**config.mk**
```make
export PLATFORM = sky130hd
export DESIGN_NAME = jlgs_cell
export DESIGN_NICKNAME = d
export VERILOG_FILES = /design/src/sv/jlgs_pkg.sv /design/src/sv/jlgs_cell.sv
export SDC_FILE = /design/constraint.sdc
export NUM_CORES = 1
export LEC_CHECK = 0
export BUFFER_PORTS_ARGS = -buffer_cell sky130_fd_sc_hd__buf_4
export CORE_AREA = 2 2 247 249
export DETAILED_ROUTE_END_ITERATION = 8
export DIE_AREA = 0 0 249 251
export GPL_TIMING_DRIVEN = 0
export HOLD_SLACK_MARGIN = 0.02
export SYNTH_ARGS = -nofsm -noshare
export SYNTH_HDL_FRONTEND = slang
export SYNTH_SLANG_ARGS = --single-unit
```
**constraint.sdc**
```tcl
create_clock -name i_clk -period 4.8 [get_ports i_clk]
set_input_delay 0.72 -clock i_clk [delete_from_list [all_inputs] [get_ports i_clk]]
set_output_delay 0.72 -clock i_clk [all_outputs]
set_load 0.05 [all_outputs]
```
**src/sv/jlgs_pkg.sv**
```systemverilog
// Shared types and constants for the Jacobi grid sweeper.
package jlgs_pkg;

    localparam int IDX_W   = 8;   // row address carried between top and cells
    localparam int CFG_W   = 16;
    localparam int CELL_W  = 32;

    localparam logic [1:0] CFG_GRID_SIDE   = 2'd0;
    localparam logic [1:0] CFG_SWEEP_COUNT = 2'd1;

    typedef enum logic [1:0] {
        OP_WRITE = 2'd0,
        OP_RUN   = 2'd1,
        OP_READ  = 2'd2
    } t_op;

    typedef enum logic [1:0] {
        ST_IDLE,
        ST_SWEEP,
        ST_READ
    } t_state;

    typedef struct packed {
        logic [1:0]  opcode;
        logic [3:0]  row_index;
        logic [3:0]  col_index;
        logic signed [31:0] cell_in;
    } t_item_in;

    typedef struct packed {
        logic signed [31:0] cell_out;
        logic [1:0]  op_done;
    } t_item_out;

    typedef struct packed {
        logic             cur;      // buffer that is read
        logic [IDX_W-1:0] rd_addr;
        logic             load;     // write into both buffers
        logic [IDX_W-1:0] ld_addr;
        logic             shift;    // advance row window
        logic             st_en;    // stencil write allowed this cycle
        logic [IDX_W-1:0] st_addr;
        logic [IDX_W:0]   side;
    } t_cell_ctl;

endpackage

```
**src/sv/jlgs_cell.sv**
```systemverilog
// One grid column: both buffers, a three-row window and the stencil adder.
module jlgs_cell #(
    parameter int MAX_SIDE = 16,
    parameter int COL      = 0
) (
    input  logic                  i_clk,
    input  jlgs_pkg::t_cell_ctl   i_ctl,
    input  logic [31:0]           i_ld_data,
    input  logic [31:0]           i_left,
    input  logic [31:0]           i_right,
    output logic [31:0]           o_mid,
    output logic [31:0]           o_q
);
    import jlgs_pkg::*;

    localparam int RW = (MAX_SIDE > 1) ? $clog2(MAX_SIDE) : 1;

    logic [31:0] r_mem_a [MAX_SIDE];
    logic [31:0] r_mem_b [MAX_SIDE];
    logic [31:0] r_q;
    logic [31:0] r_up;
    logic [31:0] r_mid;
    logic [33:0] sum;
    logic        col_in;
    logic [31:0] st_val;

    assign sum = {{2{r_up[31]}}, r_up} + {{2{r_q[31]}}, r_q}
               + {{2{i_left[31]}}, i_left} + {{2{i_right[31]}}, i_right};
    assign st_val = sum[33:2];
    assign col_in = (COL >= 1) && ({1'b0, i_ctl.side} >= (IDX_W + 2)'(COL + 2));

    always_ff @(posedge i_clk) begin
        if (i_ctl.load) begin
            r_mem_a[i_ctl.ld_addr[RW-1:0]] <= i_ld_data;
            r_mem_b[i_ctl.ld_addr[RW-1:0]] <= i_ld_data;
        end else if (i_ctl.st_en && col_in) begin
            if (i_ctl.cur) begin
                r_mem_a[i_ctl.st_addr[RW-1:0]] <= st_val;
            end else begin
                r_mem_b[i_ctl.st_addr[RW-1:0]] <= st_val;
            end
        end
        r_q <= i_ctl.cur ? r_mem_b[i_ctl.rd_addr[RW-1:0]] : r_mem_a[i_ctl.rd_addr[RW-1:0]];
        if (i_ctl.shift) begin
            r_up  <= r_mid;
            r_mid <= r_q;
        end
    end

    assign o_mid = r_mid;
    assign o_q   = r_q;

endmodule

```
==> results of run 1 <==
## through the flow
step | setup TNS, ns | hold WS, ns | util
after floorplan | 0 | 0.635 | -
after global placement | -209.16 | 0.418 | 0.378
after detailed placement | 0 | 0.419 | 0.386
after CTS | 0 | 0.352 | 0.416
after global routing | 0 | 0.378 | 0.416
final | 0 | 0.394 | 0.416
## cells in the final DEF, fill, tap and decap left out, types with 3 or more instances in the layout
master	n
buf_16	3
edfxtp_1	544
mux4_2	128
nand2_1	33
clkbuf_8	5
clkbuf_16	58
dfxtp_1	32
buf_1	10
nor3_2	4
clkbuf_1	34
clkinv_2	7
buf_4	117
buf_6	11
buf_12	9
a22oi_1	64
nor2_4	12
buf_2	3
clkinv_1	11
buf_8	3
## flip-flops by register name, indices dropped and copies added (netlist names)
name and count:
o_mid 32, o_q 32, r_mem_a 32, r_mem_b 480
## worst max-delay path by stage
| stage | slack, ns | depth (start not counted) | to |
|---|---|---|---|
| after floorplan | 0.90 | 2 | r_mem_b[0][0]$_DFFE_PP_ |
| after global placement | -1.92 | 3 | r_mem_b[8][0]$_DFFE_PP_ |
| after detailed placement | 1.86 | 4 | r_mem_b[0][7]$_DFFE_PP_ |
| after CTS | 2.54 | 4 | r_mem_b[0][11]$_DFFE_PP_ |
| after global routing | 2.47 | 4 | r_mem_b[0][11]$_DFFE_PP_ |
| final | 2.53 | 4 | r_mem_b[0][11]$_DFFE_PP_ |
## cells by family after synthesis
kind of cell    after synthesis  share of synthesized area
compound gates               64                     0.0231
buf+inv                      43                     0.0106
flops                       576                      0.816
mux                         128                      0.139
simple gates                 59                     0.0121
## cell type report
class | count | area [um^2]
Fill cell | 5120 | 34900
Sequential cell | 576 | 17000
Multi-Input combinational cell | 251 | 3730
Clock buffer | 80 | 1580
Timing Repair Buffer | 130 | 1200
Tap cell | 782 | 978
Buffer | 43 | 221
Clock inverter | 25 | 208
## per-layer routing
metal	global-route usage	vias up	routed length, um
met3	0.0405	65	3560
li1	-	4101	-
met2	0.232	328	21800
met4	0.0416	4	903
met1	0.204	5034	19800
met5	0	-	27
## power groups by stage
stage / Clock (uW) / Combinational (uW) / Sequential [uW]
final: 4280 / 769 / 5700
after global routing: 4570 / 817 / 5710
after CTS: 4400 / 783 / 5700
after detailed placement: 0 / 781 / 5800
after global placement: 0 / 752 / 5800
after floorplan: 0 / 255 / 6010
## worst max-delay path, delay by kind of cell
| family | cells | cell delay [ns] |
|---|---|---|
| AND/OR/NAND/NOR | 2 | 1.37 |
| buffers and inverters | 2 | 0.48 |
==> summary.md, run 1 <==
| Metric | Value |
|---|---|
| Actual slew at the worst max-slew pin | between 0.9 and 1 ns |
| Flip-flop and latch count after synthesis | about 580 |
| Most common cell on crit path | buf_4 |
| Diode count | 0 |
| Outcome | completed |
| Core Area | approximately 0.060 mm^2 |
| Clock Tree Root | clkbuf_16 |
| Final setup vio count | 0 |
| TritonCTS Buffers | 58 |
| Post-Syn Area | ~0.021 mm^2 |
| Worst-path fanout max | 9 |
| Synth Instances | 870 |
| Worst hold start | i_ld_data[10] |
| Worst Setup SP | i_ctl[21] |
| GRT Overall Usage | 0.148 |
| Initial antenna violation count | 2 |
| Worst hold stages | 1 |
| Initial Util | 0.348 |
| Final wirelength | around 46 mm |
| R2r endpoint | o_q[17]$_DFF_P_ |
| DPL Wire Length | 28.2 mm |
| Vias in the first global route | approximately 10k |
| Overall power | between 10000 and 15000 uW |
| Max Clock Freq | about 440 MHz |
| Unique cell type count in the Yosys netlist | 18 |
| Post-CTS sizing | 0 |
| Row cnt | 90 |
| Post-DRT Antenna Nets | 0 |
| Largest net degree at the start of global routing | 33 |
| Skew-Pair Late Insertion Delay | between 0.6 and 0.7 ns |
| Width of the die | around 250 um |
| Critical path's slowest cell | nor3_2 |
| Post-synth EDFFs | approximately 540 |
| Layout Cells excl Fill | around 1.9k |
| Post-synth ARST share | 0 |
| Fin. max-slew vios | 0 |
| CTS sink count | about 580 |
| Switching share of total power | 0.225 |
| Post-synth top area share | 0.785 |
| Nets | around 1.2k |
| Clock-pin slew on the worst setup and hold paths | 0.06 ns |
| Crit start category | input port |
| Worst Setup End Kind | flop |
| Most common cell in the netlist | edfxtp_1 |
| Worst hold endpoint | r_mem_b[5][10]$_DFFE_PP_ |
| Synth warnings | 0 |
| CP Data Required Time | approximately 5.1 ns |
| Sequential Power Share | 0.530 |
| Number of hold buffers added after CTS | 0 |
| Crit-path cells | buf_4 > or3b_2 > nor3_2 > buf_4 |
| Yosys top cell by area | edfxtp_1 |
| Detailed Route Iter0 Violations | 867 |
| Max-cap viol count | 0 |
| WP data arrival | ~2.6 ns |
| Final worst clock skew | a little over 0.02 ns |
| Post-Place Setup Slack | about 1.9 ns |
| Setup bufs post-CTS | 0 |
| DR DRC count | 0 |
| Register area share after synthesis | 0.816 |
| Top Ports | just under 200 |
| Vias | around 9.5k |
| Power Dens Cells | ~430 mW/mm^2 |
| Clk buf depth | 3 |
| CP max stage delay | approximately 0.78 ns |
| Switching power | about 2400 uW |
| Placed insts | around 1.8k |
| Synth cell count leaders | edfxtp_1 (544), mux4_2 (128), a22oi_1 (64) |
| LEAKAGE | between 0.008 and 0.009 uW |
| Share of cells above drive strength 1 | 0.333 |
| Final WS setup | 2.53 ns |
| DR WL/cell | ~24 um |
| Avg Inst Size Synth | between 20 and 25 um^2 |
| CTS tree | done |
| Post-DP Area | between 0.02 and 0.025 mm^2 |
| Area grow syn2layout | 19.6% |
| Final hold violation count | 0 |
| Die ar. | about 0.062 mm^2 |
| Top FF cell, synth | edfxtp_1 |
| Drt first pass iters | 6 |
| Post-layout minimum cycle time | between 2 and 2.5 ns |
| Hold Path Class | input port to flop |
| Cells on worst reg2reg path | 3 |
| Die Y | 251 um |
| Unrepaired setup endpoints after global routing | false |
| Fin crit share | 0.472 |
| Final std cell area, no fill | between 0.02 and 0.025 mm^2 |
| Reg2Reg Launch Point | r_mem_b[11][17]$_DFFE_PP_ |
| Crit Path Category | input port to flop |
| Reg2reg setup slack | between 3 and 4 ns |
| PortBufs | between 100 and 150 |
| Internal power | around 8300 uW |
| Clock network power share | 0.399 |
| Global-route wire length before repair | between 60 and 70 mm |
| Syn Nets | approximately 1.0k |
| RD Place Congestion | about 0.7 |
| Combinational Power Share | 0.072 |
| Vias per cell | 5.05 |
| H-tree depth | 2 |
| Rel. slew slack | 0.342 |
| Worst vdd ir | roughly 290 uV |
| Synth top area cells | edfxtp_1 (78%), mux4_2 (14%), dfxtp_1 (3.1%), a22oi_1 (2.3%), nand2_1 (0.60%) |
| Overflow after GRT | 0 |
Power figures use the tool's default switching activity.
==> inputs of run 2 (changes only) <==
==> constraint.sdc (replaced) <==
create_clock -name i_clk -period 1.99 [get_ports i_clk]
set_input_delay 0.2985 -clock i_clk [delete_from_list [all_inputs] [get_ports i_clk]]
set_output_delay 0.2985 -clock i_clk [all_outputs]
set_load 0.05 [all_outputs]
==> run 2 against run 1 <==
Net effect: sequential power grew 140%; critical path depth rose by 1; clock power rose to 2.6 times the previous value; routed wire length shrank 0.15%; setup slack got worse by 2.3 ns; via count is 1.9% higher; register-to-register slack got worse by 2.9 ns.
==> summary.md, run 2 (synthesized netlist as in run 1, its figures left out) <==
| Metric | Value |
|---|---|
| Power Dens Cells | 1050 mW/mm^2 |
| Crit start category | input port |
| LEAKAGE | ~0.0082 uW |
| Post-DRT Antenna Nets | 0 |
| CTS sink count | 576 |
| Max Clock Freq | 575 MHz |
| Diode count | 0 |
| Share of cells above drive strength 1 | 0.325 |
| Post-layout minimum cycle time | ~1.7 ns |
| Row cnt | 90 |
| Worst Setup End Kind | flop |
| Internal power | 20900 uW |
| Vias | between 9k and 10k |
| WP data arrival | 2.05 ns |
| CP max stage delay | slightly above 0.8 ns |
| Initial Util | 0.348 |
| Clock Tree Root | clkbuf_16 |
| Switching share of total power | 0.220 |
| Clock network power share | 0.414 |
| Worst-path fanout max | 13 |
| PortBufs | 104 |
| Drt first pass iters | 4 |
| Top Ports | slightly below 200 |
| Fin crit share | 0.874 |
| Actual slew at the worst max-slew pin | 0.950 ns |
| Placed insts | approximately 1.8k |
| Critical path's slowest cell | nor3_4 |
| Outcome | completed |
| Layout Cells excl Fill | around 1.9k |
| GRT Overall Usage | 0.148 |
| Commonest non-fill, non-tap cell in the layout | edfxtp_1 |
| Combinational Power Share | 0.072 |
| Final hold violation count | 0 |
| Rel. slew slack | 0.365 |
| Unrepaired setup endpoints after global routing | false |
| Crit-path cells | buf_4 > nand3b_1 > nor3_4 > buf_16 > buf_16 |
| Detailed Route Iter0 Violations | ~1.0k |
| Nets | approximately 1.2k |
| Core Area | roughly 0.060 mm^2 |
| Post-CTS sizing | 0 |
| Die Y | 251 um |
| DR WL/cell | between 20 and 25 um |
| Sequential Power Share | 0.514 |
| DR DRC count | 0 |
| CTS tree | done |
| FILL cells | just over 5k |
| Most common cell on crit path | buf_16 |
| Reg2reg setup slack | 0.47 ns |
| Initial antenna violation count | 0 |
| Vias in the first global route | about 10k |
| Worst hold endpoint | r_mem_b[0][16]$_DFFE_PP_ |
| Clk buf depth | 3 |
| Cells on worst reg2reg path | 3 |
| CP Data Required Time | approximately 2.3 ns |
| R2r endpoint | o_q[17]$_DFF_P_ |
| Crit Path Category | input port to flop |
| Clock-pin slew on the worst setup and hold paths | about 0.06 ns |
| Most frequent cells in the layout | edfxtp_1 (544), mux4_2 (128), buf_4 (115) |
| Final setup vio count | 0 |
| Max FFs per register | 480 |
| Worst vdd ir | between 700 and 800 uV |
| Worst hold start | i_ctl[19] |
| H-tree depth | 2 |
| Skew-Pair Late Insertion Delay | 0.62 ns |
| Overflow after GRT | 0 |
| Max-cap viol count | 0 |
| Reg2Reg Launch Point | r_mem_b[11][17]$_DFFE_PP_ |
| Total negative slack | 0 ns |
| Die ar. | ~0.062 mm^2 |
| Final worst clock skew | 0.0212 ns |
| Vias per cell | approximately 5.1 |
| Largest net degree at the start of global routing | 33 |
| Global-route wire length before repair | a little under 70 mm |
| Final wirelength | ~46 mm |
| Width of the die | about 250 um |
| Fin. max-slew vios | 0 |
| Switching power | around 5900 uW |
| RD Place Congestion | 0.687 |
| Overall power | 26700 uW |
| Hold Path Class | input port to flop |
| TritonCTS Buffers | 58 |
| DPL Wire Length | roughly 28 mm |
| Worst hold stages | 2 |
| Area grow syn2layout | 22.3% |
==> run 2: metal layers <==
metal	vias to the layer above	wire length (um)	track usage
met2	274	21700	0.232
met5	-	0	0
met4	0	1030	0.0471
met1	5212	20800	0.213
met3	71	2490	0.0246
li1	4158	-	-
==> run 2: timing repair <==
action	4_1_cts	5_1_grt
hold buffers	32	0
setup buffers	0	0
hold endpoints to repair	512	0
==> run 2: how the worst max path moves through the flow <==
| stage | cells past startpoint | end | start |
|---|---|---|---|
| CTS | 5 | r_mem_b[8][31]$_DFFE_PP_ | i_ctl[21] |
| finish | 5 | r_mem_b[8][0]$_DFFE_PP_ | i_ctl[21] |
| global route | 5 | r_mem_b[8][0]$_DFFE_PP_ | i_ctl[21] |
| global placement | 3 | r_mem_a[10][6]$_DFFE_PP_ | i_ctl[19] |
| detailed placement | 5 | r_mem_b[8][0]$_DFFE_PP_ | i_ctl[21] |
| floorplan | 2 | r_mem_b[9][0]$_DFFE_PP_ | i_ctl[21] |
==> run 2: per-stage QoR <==
stage          hold slack [ns]  setup WS (ns)   util  instance area (um^2)
6_report                 0.192          0.251  0.426                 25500
4_1_cts                  0.162          0.256  0.426                 25500
3_5_place_dp             0.420         -0.399  0.388                 23200
3_3_place_gp             0.417          -2.21  0.378                 22600
2_1_floorplan            0.397         -0.336      -                 20900
5_1_grt                  0.191          0.194  0.426                 25500
==> run 2: layout make-up <==
class                           instances  area [um^2]  share of cell area
Sequential cell                       576        17000               0.667
Multi-Input combinational cell        251         3750               0.147
Clock buffer                           78         1600              0.0627
Timing Repair Buffer                  157         1570              0.0618
Tap cell                              782          978              0.0384
Clock inverter                         30          364              0.0143
Buffer                                 43          221             0.00870
==> run 2: power by group through the flow <==
stage	Sequential [uW]	Combinational (uW)	Clock (uW)
after floorplan	14500	619	0
after global placement	14000	1820	0
after detailed placement	14000	1900	0
after CTS	13700	1960	11300
after global routing	13800	2040	11800
final	13700	1920	11100
==> run 2: critical path, delay by kind of cell <==
| kind | cells | cell delay [ns] |
|---|---|---|
| AND/OR/NAND/NOR | 2 | 1.21 |
| buffers and inverters | 3 | 0.52 |
==> inputs of run 3 (changes only) <==
--- a/config.mk
+++ b/config.mk
@@ -6,11 +6,12 @@
 export NUM_CORES = 1
 export LEC_CHECK = 0
 export BUFFER_PORTS_ARGS = -buffer_cell sky130_fd_sc_hd__buf_4
-export CORE_AREA = 2 2 247 249
+export CORE_AREA = 2 2 176 350
 export DETAILED_ROUTE_END_ITERATION = 8
-export DIE_AREA = 0 0 249 251
+export DIE_AREA = 0 0 178 352
 export GPL_TIMING_DRIVEN = 0
 export HOLD_SLACK_MARGIN = 0.02
+export RECOVER_POWER = 100
 export SYNTH_ARGS = -nofsm -noshare
 export SYNTH_HDL_FRONTEND = slang
 export SYNTH_SLANG_ARGS = --single-unit
==> run 3 against run 2 <==
Net effect: global-route usage grew 0.45 points; hold slack lost 0.027 ns; highest routed layer unchanged; sequential power is essentially flat; first-iteration DRC count shrank 27%; cell count shrank 1.0%; design area shrank 3.1%; power shrank 5.2%; flip-flop and latch count is the same; critical path depth is the same.
==> summary.md, run 3 (synthesized netlist as in run 1, its figures left out) <==
| Metric | Value |
|---|---|
| Max Clock Freq | 560 MHz |
| CP Data Required Time | 2.29 ns |
| Actual slew at the worst max-slew pin | approximately 1.2 ns |
| Overflow after GRT | 0 |
| Final core utilization | 0.412 |
| Hold Path Class | input port to flop |
| Nets | between 1k and 1.5k |
| Die ar. | around 0.063 mm^2 |
| Post-layout minimum cycle time | between 1.5 and 2 ns |
| Initial antenna violation count | 0 |
| Die Y | about 350 um |
| LEAKAGE | 0.00772 uW |
| R2r endpoint | o_q[15]$_DFF_P_ |
| Max-cap viol count | 0 |
| Vias in the first global route | 10.4k |
| Power Dens Cells | approximately 1000 mW/mm^2 |
| Vias per cell | slightly above 5 |
| Final wirelength | 47.5 mm |
| Detailed Route Iter0 Violations | 767 |
| PortBufs | approximately 100 |
| DR DRC count | 0 |
| Final worst clock skew | approximately 0.01 ns |
| Cells on worst reg2reg path | 3 |
| Crit-path cells | clkbuf_1 > or3b_4 > nor3_2 > buf_8 > buf_8 |
| Reg2Reg Launch Point | r_mem_b[8][15]$_DFFE_PP_ |
| RD Place Congestion | approximately 0.71 |
| Fin crit share | 0.897 |
| Clk buf depth | 3 |
| Most frequent cells in the layout | edfxtp_1 (544), clkbuf_1 (133), mux4_2 (128) |
| Drt first pass iters | 4 |
| Crit start category | input port |
| TritonCTS Buffers | 50 |
| Skew-Pair Late Insertion Delay | roughly 0.58 ns |
| Top Ports | 198 |
| Max FFs per register | 480 |
| DPL Wire Length | slightly below 30 mm |
| Final hold violation count | 0 |
| CTS sink count | between 500 and 600 |
| Outcome | completed |
| CP max stage delay | 0.81 ns |
| Width of the die | 178 um |
| Most common cell on crit path | buf_8 |
| Critical path's slowest cell | nor3_2 |
| Commonest non-fill, non-tap cell in the layout | edfxtp_1 |
| Rel. slew slack | 0.204 |
| Row cnt | roughly 130 |
| Global-route wire length before repair | approximately 69 mm |
| Final setup vio count | 0 |
| Initial Util | 0.347 |
| Post-DRT Antenna Nets | 0 |
| H-tree depth | 2 |
| Clock-pin slew on the worst setup and hold paths | roughly 0.070 ns |
| Diode count | 0 |
| Unrepaired setup endpoints after global routing | false |
| Fin. max-slew vios | 0 |
| Crit path to | r_mem_b[0][0]$_DFFE_PP_ |
| Vias | a little under 10k |
| Crit Path Category | input port to flop |
| Reg2reg setup slack | roughly 0.56 ns |
| DR WL/cell | 25.1 um |
| Min Hold Slack | ~0.16 ns |
| Worst Setup End Kind | flop |
| Worst vdd ir | 615 uV |
| Setup bufs post-CTS | 0 |
| Clock Tree Root | clkbuf_16 |
| Worst-path fanout max | 8 |
| Largest net degree at the start of global routing | 33 |
| Area grow syn2layout | 18.5% |
| CTS tree | done |
| Worst Setup SP | i_ctl[21] |
| Total negative slack | 0 ns |
| Core Area | between 0.05 and 0.06 mm^2 |
| WP data arrival | approximately 2.1 ns |
| GRT Overall Usage | 0.153 |
| Share of cells above drive strength 1 | 0.235 |
[run 3: cell types whose count changed in the layout (fill, tap and decap cells not counted), moves of 6 or more]
cell	change
buf_1	-6
buf_4	-99
clkbuf_1	+103
clkbuf_2	+6
clkbuf_8	-7
nor2_2	+11
nor2_4	-11
[run 3: where the power goes]
part / internal (uW) / switching, uW / leakage, uW
sequential: 13600 / 96.6 / 0.00521
combinational: 523 / 1240 / 0.00170
clock: 5530 / 4310 / 0.000811
[run 3: layout make-up]
| class | instances | area [um^2] |
|---|---|---|
| fillers | 5183 | 35200 |
| flip-flops and latches | 576 | 17000 |
| multi-input cells | 251 | 3670 |
| clock buffers | 65 | 1370 |
| repair buffers | 159 | 1180 |
| well taps | 774 | 968 |
| clock inverters | 29 | 278 |
| plain buffers | 43 | 221 |
[run 3: worst min path at each step]
stage,cells past startpoint,to,from,slack (ns)
after global routing,2,r_mem_b[4][30]$_DFFE_PP_,i_ctl[20],0.15
after floorplan,0,r_mem_a[10][0]$_DFFE_PP_,i_ld_data[0],0.40
after global placement,0,o_mid[7]$_DFFE_PP_,o_q[7]$_DFF_P_,0.41
final,2,r_mem_b[4][30]$_DFFE_PP_,i_ctl[19],0.16
after CTS,1,r_mem_b[15][1]$_DFFE_PP_,i_ld_data[1],0.02
after detailed placement,0,o_mid[7]$_DFFE_PP_,o_q[7]$_DFF_P_,0.42
[run 3: critical path, delay by kind of cell]
family                 cells  cell delay, ns
and+or+nand+nor            2            1.26
buffers and inverters      3            0.51
[run 3: per-layer routing]
| metal | up-vias | GRT usage | part of all wire |
|---|---|---|---|
| li1 | 4114 | - | - |
| met4 | 0 | 0.0534 | 0.028 |
| met2 | 302 | 0.278 | 0.55 |
| met3 | 78 | 0.0222 | 0.048 |
| met5 | - | 0 | 0 |
| met1 | 5231 | 0.182 | 0.38 |
[run 3: through the flow]
step	area (um^2)	power, uW	setup WS [ns]	std cells
after floorplan	20900	15100	-0.336	870
after global placement	22600	15800	-2.48	1748
after detailed placement	23200	15900	-0.321	1772
after CTS	25200	25800	0.303	1897
after global routing	24700	26100	0.153	1897
final	24700	25300	0.205	1897
[run 3: timing repair]
item                      4_1_cts  5_1_grt
gates resized for setup         0        0
hold endpoints to repair      496        0
hold buffers                   31        0
